[src/rtl/fpsa_pkg.sv]
// ----------------------------------------------------------------------------
// fpsa_pkg
// Shared types and constants for the free page stack allocator.
// ----------------------------------------------------------------------------
package fpsa_pkg;

   localparam int MAX_PAGES = 32768;
   localparam int PAGE_W    = 44;
   localparam int OFS_W     = $clog2(MAX_PAGES);
   localparam int CNT_W     = $clog2(MAX_PAGES + 1);
   localparam int DATA_W    = 64;
   localparam int ADDR_W    = 4;

   localparam logic [PAGE_W-1:0] RESET_PAGE = PAGE_W'(524288);

   typedef enum logic {
      OP_ALLOC = 1'b0,
      OP_FREE  = 1'b1
   } opcode_type;

   typedef enum logic [1:0] {
      ST_ALLOCATED = 2'd0,
      ST_EMPTY     = 2'd1,
      ST_FREED     = 2'd2,
      ST_REJECTED  = 2'd3
   } status_type;

   // register index, taken from paddr bit 3 (8-byte spacing)
   typedef enum logic {
      REG_FIRST_PAGE = 1'b0,
      REG_END_PAGE   = 1'b1
   } reg_index_type;

   // current region as seen by the datapath
   typedef struct packed {
      logic [PAGE_W-1:0] first_page;
      logic [CNT_W-1:0]  size;
   } region_type;

   // pool rebuild request from the register block
   typedef struct packed {
      logic             init;
      logic [CNT_W-1:0] size;
   } pool_init_type;

   // classified request passed from front to back
   typedef struct packed {
      opcode_type       op;
      logic             in_region;
      logic [OFS_W-1:0] offset;
   } cmd_type;

endpackage

[src/rtl/fpsa_if.sv]
// ----------------------------------------------------------------------------
// fpsa_req_if / fpsa_rsp_if
// Valid/ready channels for allocator requests and responses.
// ----------------------------------------------------------------------------
interface fpsa_req_if;
   import fpsa_pkg::*;

   logic              valid;
   logic              ready;
   logic              opcode;
   logic [PAGE_W-1:0] page;

   modport source (output valid, output opcode, output page, input ready);
   modport sink   (input valid, input opcode, input page, output ready);
endinterface


[src/rtl/fpsa_front.sv]
// ----------------------------------------------------------------------------
// fpsa_front
// Request intake: range-checks freed pages and forms a command for the queue.
// ----------------------------------------------------------------------------
module fpsa_front (
   fpsa_req_if.sink              req_if,
   input  fpsa_pkg::region_type  region,
   output logic                  cmd_valid,
   output fpsa_pkg::cmd_type     cmd,
   input  logic                  cmd_ready
);
   import fpsa_pkg::*;

   logic [PAGE_W-1:0] diff;

   assign diff = req_if.page - region.first_page;

   always_comb begin
      cmd.op        = opcode_type'(req_if.opcode);
      cmd.in_region = (req_if.page >= region.first_page) &&
                      (diff < PAGE_W'(region.size));
      cmd.offset    = diff[OFS_W-1:0];
   end

   assign cmd_valid    = req_if.valid;
   assign req_if.ready = cmd_ready;

endmodule

[src/flat_wrapper.sv]
// flat-port wrapper written by rule: the top's interface ports become plain ports
module fpsa_front_flat import fpsa_pkg::*;
  (region, cmd_valid, cmd, cmd_ready, req_if_valid, req_if_opcode, req_if_page, req_if_ready);
  fpsa_req_if req_if_i ();
  input  fpsa_pkg::region_type region;
  output logic cmd_valid;
  output fpsa_pkg::cmd_type cmd;
  input  logic cmd_ready;
  input wire logic [$bits(req_if_i.valid)-1:0] req_if_valid;
  input wire logic [$bits(req_if_i.opcode)-1:0] req_if_opcode;
  input wire logic [$bits(req_if_i.page)-1:0] req_if_page;
  output wire logic [$bits(req_if_i.ready)-1:0] req_if_ready;
  assign req_if_i.valid = req_if_valid;
  assign req_if_i.opcode = req_if_opcode;
  assign req_if_i.page = req_if_page;
  assign req_if_ready = req_if_i.ready;
  fpsa_front u_core (.req_if(req_if_i), .region(region), .cmd_valid(cmd_valid), .cmd(cmd), .cmd_ready(cmd_ready));
endmodule
[config.mk]
export PLATFORM = sky130hd
export DESIGN_NAME = fpsa_front_flat
export DESIGN_NICKNAME = d
export VERILOG_FILES = /design/src/rtl/fpsa_pkg.sv /design/src/rtl/fpsa_if.sv /design/src/rtl/fpsa_front.sv /design/src/flat_wrapper.sv
export SDC_FILE = /design/constraint.sdc
export NUM_CORES = 1
export LEC_CHECK = 0
export ABC_AREA = 1
export BUFFER_PORTS_ARGS = -buffer_cell sky130_fd_sc_hd__buf_2
export CAP_MARGIN = 20
export CORE_MARGIN = 2
export CORE_UTILIZATION = 30
export DETAILED_ROUTE_END_ITERATION = 8
export MAX_ROUTING_LAYER = met4
export SYNTH_ARGS = -nofsm -noshare
export SYNTH_HDL_FRONTEND = slang
export SYNTH_SLANG_ARGS = --single-unit
[constraint.sdc]
create_clock -name vclk -period 5.45
set_input_delay 1.3625 -clock vclk [all_inputs]
set_output_delay 1.3625 -clock vclk [all_outputs]
set_load 0.03 [all_outputs]
==> summary.md <==
| Metric | Value |
|---|---|
| Min-delay src | req_if_opcode |
| Gr usage total | 19.6% |
| Worst setup startpoint | region[18] |
| Slew margin rel. | 71.3% |
| Peak VDD IR | 0.0372 mV |
| Unique masters post-synth | 34 |
| Largest net degree at the start of global routing | 7 |
| Post-Syn Area | 4340 um^2 |
| Status | complete, no violations |
| Worst hold slack | approximately 2.7 ns |
| Layout cells sized above 1 | 28.5% |
| Fin. max-slew vios | 0 |
| Hold/Removal Path Class | input port to output pin |
| Sequential Area | 0 um^2 |
| Clock Buffer Count | 0 |
| Yosys warns | 0 |
| Area growth from synthesis to layout | 41.2% |
| CP Data Required Time | 4.09 ns |
| CORE AREA | 14000 um^2 |
| Fin crit share | approximately 100% |
| Startpoint types | input port |
| Final setup vio count | 0 |
| Starting Density | between 30% and 40% |
| Cell Rows | between 40 and 50 |
| CP Data Arrival Time | about 4 ns |
| Internal | approximately 320 uW |
| Port Buf Inserts | 120 |
| Setup Crit Path Kind | input port to output pin |
| Post-Synthesis Cells | 865 |
| Placed Area | 5520 um^2 |
| Die area | 15500 um^2 |
| Critical Path Fanout Max | 5 |
| Vias per Instance | between 4 and 5 |
| Die Span X | 124 um |
| Routability cong. | 0.977 |
| Mapped Avg Cell Area | 5.02 um^2 |
| RSZ-0062 raised after global routing | yes |
| Slew @ Worst Pin | 0.426 ns |
| Routed WL | 15500 um |
| DP HPWL | 13500 um |
| Initial antenna violation count | 0 |
| Switching power | 453 uW |
| Seq cells | 0 |
| Remaining DRCs | 0 |
| Die height | 124 um |
| Antenna Nets Post-Route | 0 |
| Vias in the first global route | 5303 |
| WL/cell | 12.6 um |
| Global-route wire length before repair | 25000 um |
| Routed vias | 5594 |
| Leak Pwr | roughly 0.0037 uW |
| Sequential power share | 0% |
| Power per cell area | 126 nW/um^2 |
| Nets | 1219 |
| Post-route cell area | 6130 um^2 |
| Switching part of the total | between 50 and 60% |
| Clock power frac | 0% |
| Most common cell after layout, fill and taps aside | nand2_1 |
| Max-cap violations | 0 |
| DRT Pass-1 Iters | 5 |
| Top-Level Pins | 126 |
| Final Hold Vio Count | 0 |
| Antenna diode count | 0 |
| Iter 0 DRT Violations | 291 |
| Most frequent cells in the layout | 275 x nand2_1, 201 x inv_1, 113 x buf_2, 73 x nor2_1, 65 x buf_4 |
| Final core utilization | 43.8% |
| Seq/Total Area, Yosys | 0% |
| Final min period | 5.41 ns |
| Post-Syn Nets | slightly above 1000 |
| Comb power frac | 100.0% |
| Total gr overflow | 0 |
| Worst Setup End Kind | output pin |
| Peak Freq | 185 MHz |
| Worst hold path stage count | 0 |
[area by class of cell]
class,count,area [um^2]
fillers,1534,7860
multi-input cells,648,3930
repair buffers,188,1170
inverters,214,808
well taps,180,225
[Yosys cell counts]
library cell | n | share of area (%)
o21ai_1 | 2 | 0.23
a21oi_1 | 44 | 5.1
o31ai_1 | 1 | 0.17
nand3_1 | 46 | 5.3
and3_1 | 1 | 0.14
nand4_1 | 12 | 1.7
nand3b_4 | 1 | 0.46
nor2_2 | 15 | 2.2
nand3b_1 | 3 | 0.52
or2_1 | 2 | 0.29
or2_0 | 2 | 0.29
a21o_1 | 3 | 0.52
a21oi_2 | 2 | 0.40
nor2_4 | 4 | 1.0
o21bai_1 | 6 | 1.0
xor2_1 | 13 | 2.6
nand2_2 | 21 | 3.0
buf_4 | 3 | 0.52
and2_1 | 4 | 0.58
a31oi_1 | 5 | 0.72
ha_1 | 59 | 17
nand2_1 | 289 | 25
nand3_2 | 7 | 1.6
nor4_2 | 1 | 0.29
o21ai_0 | 15 | 1.7
nor3_2 | 2 | 0.46
xnor2_1 | 2 | 0.40
inv_1 | 210 | 18
nor3_1 | 7 | 0.81
nor2_1 | 76 | 6.6
clkinv_1 | 3 | 0.26
a21boi_0 | 2 | 0.35
inv_2 | 1 | 0.086
fa_1 | 1 | 0.46
[critical path, cell delays in order]
cell and delay [ns]:
buf_6 0.10, inv_4 0.04, ha_4 0.21, or2_4 0.26, nand3_4 0.07, nand3_4 0.09, buf_6 0.13, nand2_4 0.05
nand2_4 0.06, xor2_2 0.18, ha_1 0.33, a21oi_2 0.13, o21ai_1 0.09, a21oi_1 0.11, nand2_1 0.09, nand4_1 0.14
nand2_1 0.08, a21oi_2 0.10, nand3_1 0.10, nor2_2 0.16, buf_6 0.15
[path summary, 6_finish.rpt]
kind	endpoint	slack, ns
min	cmd[16]	2.73
max	cmd[15]	0.04
[metal layers]
metal / GRT usage (%) / part of all wire [%] / up-vias
li1: - / - / 3006
met1: 27.3 / 49 / 2429
met2: 32.4 / 45 / 145
met3: 0.687 / 4.6 / 14
met4: 2.71 / 1.3 / 0
met5: - / 0 / -
[stage by stage]
step | total power (uW) | cells | setup slack, ns | setup TNS [ns]
after floorplan | 440 | 865 | 0.0190 | 0
after global placement | 672 | 1208 | -0.149 | -0.149
after detailed placement | 672 | 1208 | -0.153 | -0.153
after CTS | 707 | 1215 | 0.00128 | 0
after global routing | 854 | 1230 | -0.159 | -0.159
final | 771 | 1230 | 0.0353 | 0
[power by group through the flow]
stage / sequential, uW / combinational (uW) / clock, uW
global route: 0 / 854 / 0
global placement: 0 / 672 / 0
floorplan: 0 / 440 / 0
detailed placement: 0 / 672 / 0
finish: 0 / 771 / 0
CTS: 0 / 707 / 0
[cell families after synthesis]
kind of cell	Yosys count	share of synthesized area [%]
AND/OR/NAND/NOR	493	50.3
buffers and inverters	217	19.0
AO/OA/AOI/OAI	80	10.2
adder cells (fa/ha/maj)	60	17.5
XOR/XNOR	15	3.03
[timing repair]
action                                  4_1_cts  5_1_grt
gates resized for setup                      31       56
pin swaps                                     9       44
hold buffers                                  0        0
endpoints found under the setup margin        1        1
buffers inserted                              7       15
cloned                                        0        0
Power figures use the tool's default switching activity.
