`src/rtl/fpsa_pkg.sv`:
```
// ----------------------------------------------------------------------------
// fpsa_pkg
// Shared types and constants for the free page stack allocator.
// ----------------------------------------------------------------------------
package fpsa_pkg;

   localparam int MAX_PAGES = 32768;
   localparam int PAGE_W    = 44;
   localparam int OFS_W     = $clog2(MAX_PAGES);
   localparam int CNT_W     = $clog2(MAX_PAGES + 1);
   localparam int DATA_W    = 64;
   localparam int ADDR_W    = 4;

   localparam logic [PAGE_W-1:0] RESET_PAGE = PAGE_W'(524288);

   typedef enum logic {
      OP_ALLOC = 1'b0,
      OP_FREE  = 1'b1
   } opcode_type;

   typedef enum logic [1:0] {
      ST_ALLOCATED = 2'd0,
      ST_EMPTY     = 2'd1,
      ST_FREED     = 2'd2,
      ST_REJECTED  = 2'd3
   } status_type;

   // register index, taken from paddr bit 3 (8-byte spacing)
   typedef enum logic {
      REG_FIRST_PAGE = 1'b0,
      REG_END_PAGE   = 1'b1
   } reg_index_type;

   // current region as seen by the datapath
   typedef struct packed {
      logic [PAGE_W-1:0] first_page;
      logic [CNT_W-1:0]  size;
   } region_type;

   // pool rebuild request from the register block
   typedef struct packed {
      logic             init;
      logic [CNT_W-1:0] size;
   } pool_init_type;

   // classified request passed from front to back
   typedef struct packed {
      opcode_type       op;
      logic             in_region;
      logic [OFS_W-1:0] offset;
   } cmd_type;

endpackage

```
`src/rtl/fpsa_csr.sv`:
```
// ----------------------------------------------------------------------------
// fpsa_csr
// APB register block: region bounds, region size and pool rebuild request.
// ----------------------------------------------------------------------------
module fpsa_csr (
   input  logic                         clock,
   input  logic                         reset,
   input  logic                         csr_psel,
   input  logic                         csr_penable,
   input  logic                         csr_pwrite,
   input  logic [fpsa_pkg::ADDR_W-1:0]  csr_paddr,
   input  logic [fpsa_pkg::DATA_W-1:0]  csr_pwdata,
   output logic [fpsa_pkg::DATA_W-1:0]  csr_prdata,
   output logic                         csr_pready,
   output fpsa_pkg::region_type         region,
   output fpsa_pkg::pool_init_type      pool_init
);
   import fpsa_pkg::*;

   logic [PAGE_W-1:0] first_ff, first_in;
   logic [PAGE_W-1:0] end_ff, end_in;
   logic [CNT_W-1:0]  size_ff, size_in;
   logic [PAGE_W-1:0] span;
   logic              wr_en;
   reg_index_type     idx;

   assign csr_pready = 1'b1;
   assign wr_en      = csr_psel & csr_penable & csr_pwrite & csr_pready;
   assign idx        = reg_index_type'(csr_paddr[3]);

   always_comb begin
      first_in = first_ff;
      end_in   = end_ff;
      if (wr_en) begin
         unique case (idx)
            REG_FIRST_PAGE: first_in = csr_pwdata[PAGE_W-1:0];
            REG_END_PAGE:   end_in   = csr_pwdata[PAGE_W-1:0];
            default:        first_in = first_ff;
         endcase
      end
      // size = end - first, capped, zero when the region is empty
      span = end_in - first_in;
      if (end_in <= first_in) begin
         size_in = '0;
      end else if (span > PAGE_W'(MAX_PAGES)) begin
         size_in = CNT_W'(MAX_PAGES);
      end else begin
         size_in = span[CNT_W-1:0];
      end
   end

   always_ff @(posedge clock) begin
      if (reset) begin
         first_ff <= RESET_PAGE;
         end_ff   <= RESET_PAGE;
         size_ff  <= '0;
      end else begin
         first_ff <= first_in;
         end_ff   <= end_in;
         size_ff  <= size_in;
      end
   end

   always_comb begin
      unique case (idx)
         REG_FIRST_PAGE: csr_prdata = DATA_W'(first_ff);
         REG_END_PAGE:   csr_prdata = DATA_W'(end_ff);
         default:        csr_prdata = '0;
      endcase
   end

   assign region.first_page = first_ff;
   assign region.size       = size_ff;
   assign pool_init.init    = wr_en;
   assign pool_init.size    = size_in;

endmodule

```
`config.mk`:
```
export PLATFORM = sky130hd
export DESIGN_NAME = fpsa_csr
export DESIGN_NICKNAME = d
export VERILOG_FILES = /design/src/rtl/fpsa_pkg.sv /design/src/rtl/fpsa_csr.sv
export SDC_FILE = /design/constraint.sdc
export NUM_CORES = 1
export LEC_CHECK = 0
export CAP_MARGIN = 20
export CORE_MARGIN = 8
export CORE_UTILIZATION = 30
export CTS_BUF_LIST = sky130_fd_sc_hd__clkbuf_8
export DETAILED_ROUTE_END_ITERATION = 10
export DONT_BUFFER_PORTS = 1
export GPL_TIMING_DRIVEN = 0
export PLACE_DENSITY = 0.51
export SETUP_SLACK_MARGIN = 0.02
export SYNTH_ARGS = -nofsm -noshare
export SYNTH_HDL_FRONTEND = slang
export SYNTH_SLANG_ARGS = --single-unit
```
`constraint.sdc`:
```
create_clock -name clock -period 8.26 [get_ports clock]
set_input_delay 1.652 -clock clock [delete_from_list [all_inputs] [get_ports clock]]
set_output_delay 1.652 -clock clock [all_outputs]
set_load 0.005 [all_outputs]
```
==> summary.md <==
| Metric | Value |
|---|---|
| Layout cell share with drive strength beyond 1 | 0.2345 |
| Most frequent cells after synthesis | dfxtp_1, mux2_2, nor2_1, nand2_1, a21oi_1 |
| Max-slew violations | 0 |
| Worst setup EP type | primary output |
| RSZ-0062 raised after global routing | yes |
| Register area share after synthesis | 0.2658 |
| Fillers | 2803 |
| Clock period minus worst slack | 8028 ps |
| Clk buf depth | 2 |
| Dominant synthesized flop cell | dfxtp_1 |
| WL/cell | 20.67 µm |
| Largest net degree at the start of global routing | 19 |
| ANT cells | 0 |
| Multi-input logic area | 0.005429 mm² |
| Final net count | 1051 |
| Gate Count Post-Synth | 902 |
| Yosys top cell area share | 0.2658 |
| Hold buffer count at cts | 0 |
| Post-route DRC | 0 |
| Worst Path Max Fanout | 10 |
| Worst setup margin | 231.7 ps |
| Chip height | 177.6 µm |
| Final hold slack | 577.5 ps |
| Overall die width | 177.6 µm |
| Number of routed nets with antenna violations | 0 |
| First-pass GRT wire length | 40250 µm |
| Met2 usage | 0.2487 |
| Die area | 0.03154 mm² |
| Fmax | 124.6 MHz |
| Pre-CTS setup slack | -1546 ps |
| TritonCTS clock tree | done |
| Yosys top cell by area | dfxtp_1 |
| DRT Pass-1 Iters | 4 |
| Slew headroom | 0.5050 |
| Skew final | 16.59 ps |
| Max VDD drop | 0.06465 mV |
| Register bit count reported by yosys | 104 |
| Skew-Pair Late Insertion Delay | 400 ps |
| Count leader, synth | dfxtp_1 |
| Synth Cell Area | 0.007834 mm² |
| Dpl cell area | 0.008324 mm² |
| FFs w/ async S/R, synth | 0 |
| Detail Placement HPWL | 21280 µm |
| # port buffers | 0 |
| Pwr per Cell Area | 168.7 mW/mm² |
| Status | finished, final reports clean |
| Via count | 6689 |
| Least-Margin Pin Slew | 742.5 ps |
| Synth area leaders | dfxtp_1, mux2_2, ha_1 |
| Area Growth Syn to Fin | 10.57% |
| CTS H-tree lvls | 3 |
| Global-route usage over all layers | 0.1636 |
| Setup-failing EPs final | 0 |
| Clock transition at path regs | 120 ps |
| GR Util met3 | 0.04574 |
| CTS Buf Count | 9 |
| Sequential Area | 0.002082 mm² |
| Yosys cell types | 75 |
| Setup crit start kind | input port |
| Req. time, crit path | 6610 ps |
| Final WL | 26320 µm |
| GR Util met1 | 0.2169 |
| Io pins | 215 |
| Clk sinks | 104 |
| Number of flops mapped to enable cells by yosys | 0 |
| Final Cycle Share | 0.9720 |
| Setup TNS | 0 ps |
| Max-Cap Viols | 0 |
| Core area | 0.02584 mm² |
| Worst setup path class | input port to primary output |
| Layout Utilization | 0.3353 |
| Initial Util | 0.3032 |
| Clock Root Buffer | clkbuf_8 |
| Grt ovf | 0 |
| Vias in the first global route | 6665 |
| GRT Max-Usage Layer | met2 |
| Worst EP arrival | 6380 ps |
| Hold/Removal Path Class | register to register |
| Syn Area/Cell | 8.685 µm² |
| Initial drt markers | 397 |
| Initial antenna violation count | 0 |
| GPL Wtd Cong | 0.8981 |
| DR vias/cell | 5.255 |
| Final Hold Fails | 0 |
| Synth warn | 0 |
| Leak pwr | 0.003859 µW |
| Design Area, Final | 0.008662 mm² |
| Row cnt | 59 |
-- final timing paths --
path	from	slack [ps]	to	cells past startpoint
worst max-delay path	csr_paddr[3]	230	pool_init[7]	17
worst min-delay path	end_ff[1]$_SDFF_PP0_	580	end_ff[1]$_SDFF_PP0_	2
worst max register to register	first_ff[0]$_SDFF_PP0_	3840	size_ff[11]$_SDFF_PP0_	15
worst min register to register	end_ff[1]$_SDFF_PP0_	580	end_ff[1]$_SDFF_PP0_	2
-- routing by layer --
metal | wire (µm) | vias to the layer above
li1 | - | 3278
met1 | 12060 | 3200
met2 | 11510 | 185
met3 | 2115 | 26
met4 | 629 | 0
met5 | 0 | -
-- metrics by stage --
stage                     power, µW  instances
after global routing           1546       1273
final                          1461       1273
after CTS                      1459       1271
after global placement         1078       1256
after detailed placement       1078       1256
after floorplan               944.4        921
-- layout make-up --
type                       instances  share of cell area
sequential                       104              0.2404
multi-input combinational        731              0.6268
clock inverter                     7             0.01170
timing repair buffer               4            0.003467
inverter                           9            0.003900
clock buffer                       9             0.01430
buffer                            74             0.05113
tap                              335             0.04839
-- cell families after synthesis --
group / after synthesis / synth area share
AO/OA/AOI/OAI: 180 / 0.1567
XOR/XNOR: 26 / 0.02907
adder cells (fa/ha/maj): 45 / 0.07283
buffers and inverters: 86 / 0.05750
flip-flops: 104 / 0.2658
multiplexers: 136 / 0.1880
other: 2 / 0.0009587
AND/OR/NAND/NOR: 323 / 0.2292
-- critical path: stages --
cell	delay [ps]
clkbuf_4	290
nand2b_4	290
mux2_2	370
ha_1	230
fa_1	400
nand2b_1	190
a21oi_2	220
o21ai_1	190
a2111oi_4	480
nor3_1	120
a2bb2oi_1	250
nor4b_1	260
nand4_1	140
or4_1	610
buf_2	200
buf_2	210
nor3_2	270
-- where the power goes --
group | switching, µW | total (µW) | internal (µW)
logic | 350 | 569 | 220
clock network | 199 | 372 | 173
registers | 8.21 | 520 | 511
-- flip-flops by register name, summed over array words and instances (netlist names) --
register and count:
first_ff 44, end_ff 44, size_ff 16
-- cell usage in the layout, fill, tap and decap left out, types with 10 or more instances in the layout --
master,instances
a21oi_1,55
nand2_1,65
o21ai_0,36
nand4_1,23
clkbuf_1,22
ha_1,43
nor3_2,27
and2_1,44
o21a_1,14
dfxtp_1,104
xnor2_1,16
xor2_1,10
nand3_1,22
nor3_1,15
buf_2,13
mux2_2,89
mux2i_1,44
nor2_1,82
buf_4,29
conb_1,21
-- repair_timing --
item	4_1_cts	5_1_grt
resized for setup	26	32
setup buffers	0	4
endpoints found under the setup margin	16	16
pin swaps	0	5
Power figures use the tool's default switching activity.
