$ cat src/rtl/fpsa_pkg.sv
// ----------------------------------------------------------------------------
// fpsa_pkg
// Shared types and constants for the free page stack allocator.
// ----------------------------------------------------------------------------
package fpsa_pkg;

   localparam int MAX_PAGES = 32768;
   localparam int PAGE_W    = 44;
   localparam int OFS_W     = $clog2(MAX_PAGES);
   localparam int CNT_W     = $clog2(MAX_PAGES + 1);
   localparam int DATA_W    = 64;
   localparam int ADDR_W    = 4;

   localparam logic [PAGE_W-1:0] RESET_PAGE = PAGE_W'(524288);

   typedef enum logic {
      OP_ALLOC = 1'b0,
      OP_FREE  = 1'b1
   } opcode_type;

   typedef enum logic [1:0] {
      ST_ALLOCATED = 2'd0,
      ST_EMPTY     = 2'd1,
      ST_FREED     = 2'd2,
      ST_REJECTED  = 2'd3
   } status_type;

   // register index, taken from paddr bit 3 (8-byte spacing)
   typedef enum logic {
      REG_FIRST_PAGE = 1'b0,
      REG_END_PAGE   = 1'b1
   } reg_index_type;

   // current region as seen by the datapath
   typedef struct packed {
      logic [PAGE_W-1:0] first_page;
      logic [CNT_W-1:0]  size;
   } region_type;

   // pool rebuild request from the register block
   typedef struct packed {
      logic             init;
      logic [CNT_W-1:0] size;
   } pool_init_type;

   // classified request passed from front to back
   typedef struct packed {
      opcode_type       op;
      logic             in_region;
      logic [OFS_W-1:0] offset;
   } cmd_type;

endpackage

$ cat src/rtl/fpsa_queue.sv
// ----------------------------------------------------------------------------
// fpsa_queue
// Two-entry command queue between front and back.
// ----------------------------------------------------------------------------
module fpsa_queue (
   input  logic               clock,
   input  logic               reset,
   input  logic               wr_valid,
   input  fpsa_pkg::cmd_type  wr_cmd,
   output logic               wr_ready,
   output logic               rd_valid,
   output fpsa_pkg::cmd_type  rd_cmd,
   input  logic               rd_ready
);
   import fpsa_pkg::*;

   cmd_type    slot_ff [2];
   logic       wr_ptr_ff, wr_ptr_in;
   logic       rd_ptr_ff, rd_ptr_in;
   logic [1:0] fill_ff, fill_in;
   logic       push, pop;

   assign wr_ready = (fill_ff != 2'd2);
   assign rd_valid = (fill_ff != 2'd0);
   assign rd_cmd   = slot_ff[rd_ptr_ff];
   assign push     = wr_valid & wr_ready;
   assign pop      = rd_valid & rd_ready;

   always_comb begin
      wr_ptr_in = push ? ~wr_ptr_ff : wr_ptr_ff;
      rd_ptr_in = pop  ? ~rd_ptr_ff : rd_ptr_ff;
      fill_in   = fill_ff + {1'b0, push} - {1'b0, pop};
   end

   always_ff @(posedge clock) begin
      if (reset) begin
         wr_ptr_ff <= 1'b0;
         rd_ptr_ff <= 1'b0;
         fill_ff   <= 2'd0;
      end else begin
         wr_ptr_ff <= wr_ptr_in;
         rd_ptr_ff <= rd_ptr_in;
         fill_ff   <= fill_in;
      end
   end

   always_ff @(posedge clock) begin
      if (push) begin
         slot_ff[wr_ptr_ff] <= wr_cmd;
      end
   end

endmodule

$ cat config.mk
export PLATFORM = sky130hd
export DESIGN_NAME = fpsa_queue
export DESIGN_NICKNAME = d
export VERILOG_FILES = /design/src/rtl/fpsa_pkg.sv /design/src/rtl/fpsa_queue.sv
export SDC_FILE = /design/constraint.sdc
export NUM_CORES = 1
export LEC_CHECK = 0
export BUFFER_PORTS_ARGS = -buffer_cell sky130_fd_sc_hd__buf_2
export CORE_MARGIN = 1
export CORE_UTILIZATION = 55
export DETAILED_ROUTE_END_ITERATION = 10
export PLACE_DENSITY = 0.83
export SYNTH_ARGS = -nofsm -noshare
export SYNTH_HDL_FRONTEND = slang
export SYNTH_SLANG_ARGS = --single-unit
$ cat constraint.sdc
create_clock -name clock -period 4.1 [get_ports clock]
set_input_delay 0.82 -clock clock [delete_from_list [all_inputs] [get_ports clock]]
set_output_delay 0.82 -clock clock [all_outputs]
set_load 0.005 [all_outputs]
==> metrics.sh, run 1 <==
DESIGN.FINAL.NETS=145
MAPPEDNETLISTNETS=100
HOLD_STARTPOINT='rd_ptr_ff'
BUFFERS_INSERTED_DURING_POST_CTS_SETUP_OPTIMIZATION=0
NUM_ANTENNA_CELLS=0
HOLD_DEPTH=2
GLOBALROUTEOVERFLOWTOTAL=0
HOLD_CLASS='reg2reg'
CRITPATHKIND='reg2out'
IOS=40
CRIT-REG2REG-CAPTURE='slot_ff[1][14]'
WORSTPATHCELLLIST='mux2_1 > buf_2'
SLEW_VIOL_FINAL=0
POST_SYNTH_INST_COUNT=77
DRT-WIRELENGTH-PER-CELL_UM=13.7
RSZ0062_AT_GRT='false'
LAYOUT.AREA.SEQ_UM2=1120
YS_SEQ_ELEMENTS=39
PLACED_CELL_AREA_UM2=1730
DIE_AREA_UM2=2960
POSTCTSHOLDBUFS=0
ACHIEVABLE-FREQUENCY_GHz=0.386
FIN_CRIT_SH=0.632
STARTPOINT_TYPE='flop'
WORST-PATH-STAGES=2
SYNTHADDERAREAFRAC=0.0166
WORSTREGTOREGCELLS=2
CTS-HTREE-LEVELS=2
CRITICAL_PATH_ARRIVAL_NS=1.77
FP.DIEW_UM=54.4
SYN-CELL-AREA_UM2=1510
GP_CONGESTION=0.636
FINAL.FILL_COUNT=188
FIN_WORST_SKEW_NS=0.00952
CLK_LATENCY_NS=0.32
CELLLEAKAGEPOWER_nW=0.719
CTS.PATH.MAX_BUFFERS=2
SYNTH_TOP_FAMILY_BY_AREA='multiplexers'
DETAILEDROUTE.FIRSTPASSITERATIONCOUNT=4
ENDPOINT_KIND='output pin'
MULTI_INPUT_COMB_AREA_UM2=363
CLK_PIN_SLEW_WORST_SETUP_HOLD_PATHS_NS=0.10
NUMCLOCKSINKS=39
REG2REG_SETUP_SLACK_NS=2.49
REPORT.FINAL.SETUP_VIOL=0
DESIGN_AREA_FINAL_UM2=1780
STATUS='complete, no violations'
INITIALDRTVIOLATIONCOUNT=10
REMAINING_MAX_SLEW_BUDGET_AT_THE_TIGHTEST_PIN=0.397
INITIAL_UTILIZATION=0.593
TIMING.CRITICAL_PATH.SLOWEST_CELL_DELAY_NS=0.93
WORST_EP_REQUIRED_TIME_NS=3.28
GRT_PASS1_WL_UM=3240
SYNTH_XOR_XNOR_AREA_SHARE=0.0174
PEAK_FANOUT_ALONG_THE_CRITICAL_PATH=17
TIGHTESTPINTRANSITION_NS=0.904
WORST_PATH_DOMINANT_CELL_FAMILY='flip-flops'
VDD_DROP_MAX_mV=0.401
ROUTED_VIA_DENSITY=5.03
WORST_SLACK_NS=1.51
P_INT_uW=720
SYNTH-COMPOUND-AREA-SHARE=0.00580
CTS_BUFFERS=5
GRT_PASS1_VIAS=781
CP.BUFFERS_INVERTERS=1
POWER.NET_SWITCHING_uW=250
PLACEABLE_CORE_REGION_UM2=2540
PLACE.DETAILED.HPWL_UM=1590
SHARE_OF_THE_YOSYS_CHIP_AREA_BELONGING_TO_REGISTERS=0.742
DIE_HEIGHT_UM=54.4
CLK_ROOT_BUFFER_CELL='sky130_fd_sc_hd__clkbuf_4'
POST-PLACE-WS_NS=1.82
CLKPWRFRAC=0.177
CTS_TREE='yes'
SYN-MEAN-INSTANCE-AREA_UM2=19.6
SWITCHING_SHARE=0.258
GRT_START_MAX_NET_PINS=18
TOTAL_POWER_uW=970
IO_BUFFERS=39
YOSYSUNIQUECELLTYPES=16
ROUTE.DETAILED.DRC=0
NUM_ROWS=18
ROUTED-VIA-COUNT=769
P_SEQ_FRAC=0.565
SYNTH_SIMPLE_GATE_AREA_SHARE=0.0389
TIMING.RR.START='fill_ff[0]'
SLOWEST_STAGE='sky130_fd_sc_hd__dfxtp_1'
DRIVE_ABOVE_1_SHARE=0.488
CTS.REPAIR.RESIZED=0
PWR-SHARE-COMB=0.259
POWER_DENSITY_nW_PER_UM2=546
ANT_NETS=0
YS_WARNINGS=0
FINAL_HOLD_VIOL_COUNT=0
NUMBER_OF_MAXIMUM_CAPACITANCE_CONSTRAINT_VIOLATIONS=0
FINAL_SUM_OF_NEGATIVE_SETUP_SLACK_NS=0
LAYOUT.CORE_UTILIZATION=0.699
GRTUSAGETOTAL=0.164
POST-ROUTE-MIN-PERIOD_NS=2.59
WIRELENGTH_UM=2090
GRT_ANTENNA_BEFORE_REPAIR=0
POST_SYNTHESIS_TO_FINAL_LAYOUT_AREA_GROWTH_PCT=17.7
SYNTHMUXAREASHARE=0.162
-- metal layers --
| metal | vias up | routed length [um] | global-route usage |
|---|---|---|---|
| met2 | 28 | 1140 | 0.295 |
| met1 | 365 | 848 | 0.178 |
| met3 | 0 | 104 | 0.0583 |
| li1 | 376 | - | - |
| met5 | - | 0 | 0 |
| met4 | 0 | 0 | 0.0513 |
-- state kept, by name, indices dropped and copies added (netlist names), named ones only --
register and count:
slot_ff 34, fill_ff 2, rd_ptr_ff 1, wr_ptr_ff 1
-- logic make-up (layout without fill, tap and decap cells) --
group	Yosys count	count (layout)
compound gates	1	1
xor+xnor	3	3
fa+ha+maj	2	2
buf+inv	3	49
flops	39	39
mux	18	18
simple gates	11	11
-- placed cells by master (no fill, tap or decap) --
cell / netlist / routed
sky130_fd_sc_hd__nor2_1: 5 / 5
sky130_fd_sc_hd__or2_1: 1 / 1
sky130_fd_sc_hd__dfxtp_1: 5 / 5
sky130_fd_sc_hd__inv_1: 1 / 1
sky130_fd_sc_hd__ha_1: 2 / 2
sky130_fd_sc_hd__clkbuf_4: 0 / 5
sky130_fd_sc_hd__buf_4: 0 / 1
sky130_fd_sc_hd__nand2_2: 1 / 1
sky130_fd_sc_hd__mux2_4: 11 / 11
sky130_fd_sc_hd__xnor2_1: 2 / 2
sky130_fd_sc_hd__buf_2: 0 / 39
sky130_fd_sc_hd__edfxtp_1: 34 / 34
sky130_fd_sc_hd__o21a_2: 1 / 1
sky130_fd_sc_hd__clkbuf_1: 0 / 2
sky130_fd_sc_hd__mux2_1: 7 / 7
sky130_fd_sc_hd__nand2b_2: 1 / 1
sky130_fd_sc_hd__nor2b_1: 2 / 2
sky130_fd_sc_hd__clkinv_2: 0 / 1
sky130_fd_sc_hd__and3_1: 1 / 1
sky130_fd_sc_hd__xor2_1: 1 / 1
-- worst max-delay path by stage --
| stage | to |
|---|---|
| global route | rd_cmd[3] |
| floorplan | slot_ff[0][0] |
| global placement | rd_cmd[3] |
| detailed placement | rd_cmd[3] |
| CTS | rd_cmd[3] |
| finish | rd_cmd[3] |
-- final cells by class --
class	count	area share
Tap cell	30	0.0211
Clock inverter	1	0.00281
Multi-Input combinational cell	35	0.204
Timing Repair Buffer	40	0.114
Clock buffer	7	0.0253
Sequential cell	39	0.631
Inverter	1	0.00211
-- stage by stage --
stage / hold WS [ns] / instances
finish: 0.565 / 153
detailed placement: 0.542 / 145
floorplan: 0.480 / 77
global route: 0.594 / 153
CTS: 0.566 / 153
global placement: 0.494 / 145
-- worst min-delay path, cell delays in order (launching register included) --
cell	delay (ns)
sky130_fd_sc_hd__dfxtp_1	0.36
sky130_fd_sc_hd__xnor2_1	0.10
sky130_fd_sc_hd__nor2_1	0.08
-- synth_stat cells (all sizes together) --
library cell	number	area share
and3	1	0.0041
buf	2	0.015
dfxtp	5	0.066
edfxtp	34	0.68
ha	2	0.017
inv	1	0.0025
mux2	18	0.16
nand2	1	0.0041
nand2b	1	0.0058
nor2	5	0.012
nor2b	2	0.0083
o21a	1	0.0058
or2	1	0.0041
xnor2	2	0.012
xor2	1	0.0058
-- power by group through the flow --
| stage | sequential [mW] | clock (mW) | combinational (mW) |
|---|---|---|---|
| finish | 0.548 | 0.172 | 0.251 |
| global route | 0.557 | 0.191 | 0.282 |
| CTS | 0.550 | 0.178 | 0.257 |
| detailed placement | 0.559 | 0 | 0.255 |
| global placement | 0.554 | 0 | 0.246 |
| floorplan | 0.527 | 0 | 0.197 |
Note: power is estimated with default switching activity, not from simulation.
==> run 2, diff against run 1 <==
CORE_UTILIZATION = 51   (was 55)
PLACE_DENSITY = 0.78   (was 0.83)
clock period = 2.6 ns   (was 4.1 ns; I/O delays follow)
==> run 2 against run 1 <==
Design area rose by 1.2%. Sequential share of layout area down 0.75 points. Clock power increased by 78%. Highest routed layer is now met4. Combinational power rose by 71%. Power rose by 62%. Routed wire length down 1.9%. Die area up 7.5%.
==> metrics.sh, run 2 (synthesized netlist as in run 1, its figures left out) <==
CTS_BUFFERS=5
GLOBALROUTEOVERFLOWTOTAL=0
WORST_PATH_DOMINANT_CELL_FAMILY='flip-flops'
CRITPATHCAPTURE='rd_cmd[2]'
GP_CONGESTION=0.619
WORST-PATH-STAGES=3
REPORT.FINAL.SETUP_VIOL=0
DETAILEDROUTE.FIRSTPASSITERATIONCOUNT=4
CTS.REPAIR.RESIZED=0
POWER_DENSITY_nW_PER_UM2=871
DRIVE_ABOVE_1_SHARE=0.508
NUMCLOCKSINKS=39
NUMBER_OF_MAXIMUM_CAPACITANCE_CONSTRAINT_VIOLATIONS=0
CRIT-REG2REG-CAPTURE='slot_ff[1][11]'
FINAL_HOLD_VIOL_COUNT=0
IO_BUFFERS=39
ROUTED_VIA_DENSITY=4.94
GRT_START_MAX_NET_PINS=18
GRTUSAGETOTAL=0.140
PLACE.DETAILED.HPWL_UM=1470
NUM_ROWS=19
CLK_LATENCY_NS=0.34
CTS-HTREE-LEVELS=2
PEAK_FANOUT_ALONG_THE_CRITICAL_PATH=13
CELLLEAKAGEPOWER_nW=0.726
FINAL-INSTANCE-COUNT-EXCL-FILL=155
FINAL_CELL_MIX='sky130_fd_sc_hd__buf_2, sky130_fd_sc_hd__edfxtp_1, sky130_fd_sc_hd__mux2_4'
STATUS='complete, no violations'
FIN_CRIT_SH=0.795
INITIAL_UTILIZATION=0.543
WORST_SLACK_NS=0.532
FIN_WORST_SKEW_NS=0.0127
DRT-WIRELENGTH-PER-CELL_UM=13.2
DIE_AREA_UM2=3180
SLOWEST_STAGE='sky130_fd_sc_hd__dfxtp_1'
VDD_DROP_MAX_mV=0.650
RSZ0062_AT_GRT='false'
POST-PLACE-CELLS=147
LARGEST_REGISTERS='slot_ff: 34 flops, fill_ff: 2 flops'
GRT_PASS1_WL_UM=3200
DESIGN.FINAL.NETS=146
POST-PLACE-WS_NS=0.860
TIMING.RR.START='fill_ff[0]'
POST_SYNTHESIS_TO_FINAL_LAYOUT_AREA_GROWTH_PCT=19.1
ENDPOINT_KIND='output pin'
ROUTE.DETAILED.DRC=0
CRITICAL_PATH_ARRIVAL_NS=1.55
ACHIEVABLE-FREQUENCY_GHz=0.484
WORSTREGTOREGCELLS=2
REMAINING_MAX_SLEW_BUDGET_AT_THE_TIGHTEST_PIN=0.465
INITIALDRTVIOLATIONCOUNT=19
CLK_PIN_SLEW_WORST_SETUP_HOLD_PATHS_NS=0.12
LAYOUT.CELLS.MOST_COMMON='sky130_fd_sc_hd__buf_2'
NUM_ANTENNA_CELLS=0
CTS.PATH.MAX_BUFFERS=2
ANT_NETS=0
GRT_PASS1_VIAS=750
GRT_ANTENNA_BEFORE_REPAIR=0
TIMING.CRITICAL_PATH.SLOWEST_CELL_DELAY_NS=0.44
WIRELENGTH_UM=2050
FINAL_SUM_OF_NEGATIVE_SETUP_SLACK_NS=0
CRITPATHKIND='reg2out'
POST-ROUTE-MIN-PERIOD_NS=2.07
HOLD_CLASS='in2reg'
CP.BUFFERS_INVERTERS=2
WORSTPATHCELLLIST='buf_4 > mux2_1 > buf_2'
SLEW_VIOL_FINAL=0
CTS_TREE='yes'
TIGHTESTPINTRANSITION_NS=0.803
PLACEABLE_CORE_REGION_UM2=2780
FP.DIEW_UM=56.4
IOS=40
LARGEST-REGISTER='slot_ff'
BUFFERS_INSERTED_DURING_POST_CTS_SETUP_OPTIMIZATION=0
CLK_ROOT_BUFFER_CELL='sky130_fd_sc_hd__clkbuf_4'
ROUTED-VIA-COUNT=766
DIE_HEIGHT_UM=56.4
LARGEST_REGISTER_FF_COUNT=34
STARTPOINT_TYPE='flop'
REG2REG_SETUP_SLACK_NS=1.02
POSTCTSHOLDBUFS=0
WORST_EP_REQUIRED_TIME_NS=2.08
-- run 2: through the flow --
stage                     power [mW]   util  hold slack [ns]  area (um^2)
after floorplan                 1.14      -            0.480         1510
after global placement          1.27  0.624            0.509         1740
after detailed placement        1.29  0.624            0.525         1740
after CTS                       1.59  0.647            0.338         1800
after global routing            1.65  0.647            0.330         1800
final                           1.57  0.647            0.355         1800
-- run 2: metal layers --
metal,GRT usage,wire [um]
met2,0.236,1050
met5,0,0
met3,0.0714,139
met1,0.149,832
met4,0.0523,35
-- run 2: cell type report --
type,count,area (um^2)
Clock buffer,5,37.5
Clock inverter,3,25.0
Fill cell,205,982
Inverter,1,3.75
Multi-Input combinational cell,35,363
Sequential cell,39,1120
Tap cell,31,38.8
Timing Repair Buffer,41,210
-- run 2: worst min-delay path by stage --
stage / from / to / slack [ns] / cells past startpoint
2_1_floorplan: rd_ptr_ff / flop / 0.48 / 2
3_3_place_gp: rd_ptr_ff / rd_ptr_ff / 0.51 / 2
3_5_place_dp: rd_ptr_ff / rd_ptr_ff / 0.53 / 2
4_1_cts: wr_cmd[16] / slot_ff[1][16] / 0.34 / 1
5_1_grt: wr_cmd[16] / slot_ff[1][16] / 0.33 / 1
6_report: wr_cmd[16] / slot_ff[1][16] / 0.35 / 1
-- run 2: report_power, final --
| group | switching [mW] | internal, mW |
|---|---|---|
| combinational | 0.187 | 0.243 |
| clock | 0.199 | 0.108 |
| sequential | 0.0402 | 0.790 |
| total | 0.427 | 1.14 |
==> run 3, diff against run 2 <==
CORE_UTILIZATION = 46   (was 51)
PLACE_DENSITY = 0.74   (was 0.78)
clock period = 1.8 ns   (was 2.6 ns; I/O delays follow)
==> run 3 against run 2 <==
Design area is 2.5% higher. Register-to-register slack worse by 0.79 ns. Sequential cell count stayed put. Sequential power is 44% higher. Clock power is 32% higher. Clock skew is 0.0066 ns lower. First-iteration DRC count is 47% lower. Power is 45% higher. Via count is 3.5% higher. Routed wire length is 5.2% higher. Global-route usage is 0.085 points higher. Utilization is 4.8 points lower.
==> metrics.sh, run 3 (synthesized netlist as in run 1, its figures left out) <==
DRIVE_ABOVE_1_SHARE=0.512
FIN_WORST_SKEW_NS=0.00611
CELLLEAKAGEPOWER_nW=0.744
INITIALDRTVIOLATIONCOUNT=10
IO_BUFFERS=39
PEAK_FANOUT_ALONG_THE_CRITICAL_PATH=11
POST_SYNTHESIS_TO_FINAL_LAYOUT_AREA_GROWTH_PCT=22.1
CTS_TREE='yes'
FINAL_CELL_MIX='sky130_fd_sc_hd__buf_2, sky130_fd_sc_hd__edfxtp_1, sky130_fd_sc_hd__mux2_4'
PLACE.DETAILED.HPWL_UM=1580
DIE_HEIGHT_UM=59.3
REMAINING_MAX_SLEW_BUDGET_AT_THE_TIGHTEST_PIN=0.748
POSTCTSHOLDBUFS=0
FIN_CRIT_SH=0.952
ROUTED-VIA-COUNT=793
DETAILEDROUTE.FIRSTPASSITERATIONCOUNT=3
DESIGN.FINAL.NETS=149
PLACEABLE_CORE_REGION_UM2=3080
RSZ0062_AT_GRT='false'
GRT_START_MAX_NET_PINS=12
NUM_ROWS=20
CRITICAL_PATH_ARRIVAL_NS=1.35
POST-ROUTE-MIN-PERIOD_NS=1.71
GRT_PASS1_VIAS=778
CLK_PIN_SLEW_WORST_SETUP_HOLD_PATHS_NS=0.10
GRT_PASS1_WL_UM=3310
NUMBER_OF_MAXIMUM_CAPACITANCE_CONSTRAINT_VIOLATIONS=0
FINAL.FILL_COUNT=266
FP.DIEW_UM=59.3
IOS=40
VDD_DROP_MAX_mV=0.618
NUM_ANTENNA_CELLS=0
DESIGN_AREA_FINAL_UM2=1840
POWER_DENSITY_nW_PER_UM2=1230
PLACED_CELL_AREA_UM2=1790
STATUS='complete, no violations'
DRT-WIRELENGTH-PER-CELL_UM=12.6
CTS_BUFFERS=5
REPORT.FINAL.SETUP_VIOL=0
HOLD_CLASS='in2reg'
ACHIEVABLE-FREQUENCY_GHz=0.583
LARGEST_REGISTER_FF_COUNT=34
CRITPATHKIND='reg2out'
GRT_ANTENNA_BEFORE_REPAIR=0
LARGEST-REGISTER='slot_ff'
DIE_AREA_UM2=3520
WORST_EP_REQUIRED_TIME_NS=1.44
GLOBALROUTEOVERFLOWTOTAL=0
GRTUSAGETOTAL=0.141
FINAL_SUM_OF_NEGATIVE_SETUP_SLACK_NS=0
INITIAL_UTILIZATION=0.491
FINAL-INSTANCE-COUNT-EXCL-FILL=171
CLK_LATENCY_NS=0.33
ENDPOINT_KIND='output pin'
STARTPOINT_TYPE='flop'
WIRELENGTH_UM=2160
CTS-HTREE-LEVELS=2
FINAL_HOLD_VIOL_COUNT=0
CLK_ROOT_BUFFER_CELL='sky130_fd_sc_hd__clkbuf_4'
POST-PLACE-CELLS=163
ROUTE.DETAILED.DRC=0
LAYOUT.CELLS.MOST_COMMON='sky130_fd_sc_hd__buf_2'
GP_CONGESTION=0.575
CTS.PATH.MAX_BUFFERS=2
LARGEST_REGISTERS='slot_ff: 34 flops, fill_ff: 2 flops'
SLEW_VIOL_FINAL=0
NUMCLOCKSINKS=39
ROUTED_VIA_DENSITY=4.64
TIGHTESTPINTRANSITION_NS=0.379
ANT_NETS=0
## run 3: cell type report
| cell class | count | area [um^2] | share of cell area |
|---|---|---|---|
| clock buffer | 7 | 45.0 | 0.0244 |
| clock inverter | 1 | 5.00 | 0.00271 |
| inverter | 1 | 3.75 | 0.00204 |
| multi-input combinational | 35 | 365 | 0.198 |
| sequential | 39 | 1120 | 0.608 |
| tap | 44 | 55.1 | 0.0299 |
| timing repair buffer | 44 | 249 | 0.135 |
## run 3: critical path: stages, from the launching register on
cell,delay [ns]
sky130_fd_sc_hd__dfxtp_1,0.36
sky130_fd_sc_hd__buf_6,0.19
sky130_fd_sc_hd__mux2_1,0.33
sky130_fd_sc_hd__buf_2,0.13
## run 3: report_power, final
group | switching [mW] | total [mW] | internal (mW)
Combinational | 0.286 | 0.670 | 0.384
Sequential | 0.0555 | 1.20 | 1.14
Clock | 0.254 | 0.406 | 0.152
Total | 0.595 | 2.27 | 1.68
## run 3: layer usage
metal | wire (um) | share of wire | global-route usage
met5 | 0 | 0 | 0
met4 | 45 | 0.021 | 0.0714
met3 | 146 | 0.068 | 0.0677
met2 | 1100 | 0.51 | 0.244
met1 | 870 | 0.40 | 0.138
## run 3: final timing paths
path	end	from	depth (start not counted)	slack, ns
min reg2reg	rd_ptr_ff	rd_ptr_ff	2	0.54
max reg2reg	fill_ff[1]	fill_ff[0]	8	0.23
min	slot_ff[1][9]	wr_cmd[9]	1	0.21
max	rd_cmd[5]	flop	3	0.09
## run 3: timing repair
item / 4_1_cts / 5_1_grt
setup endpoints to repair: 0 / 1
buffers inserted: 0 / 0
resized for setup: 0 / 1
endpoints found under the hold margin: 0 / 0
## run 3: stage by stage
step | hold slack [ns] | utilization | power [mW] | setup slack, ns
after floorplan | 0.432 | - | 1.65 | 0.107
after global placement | 0.519 | 0.582 | 1.87 | 0.296
final | 0.206 | 0.599 | 2.27 | 0.0855
after global routing | 0.167 | 0.599 | 2.41 | 0.0284
after detailed placement | 0.511 | 0.582 | 1.90 | 0.228
after CTS | 0.180 | 0.598 | 2.32 | 0.0235
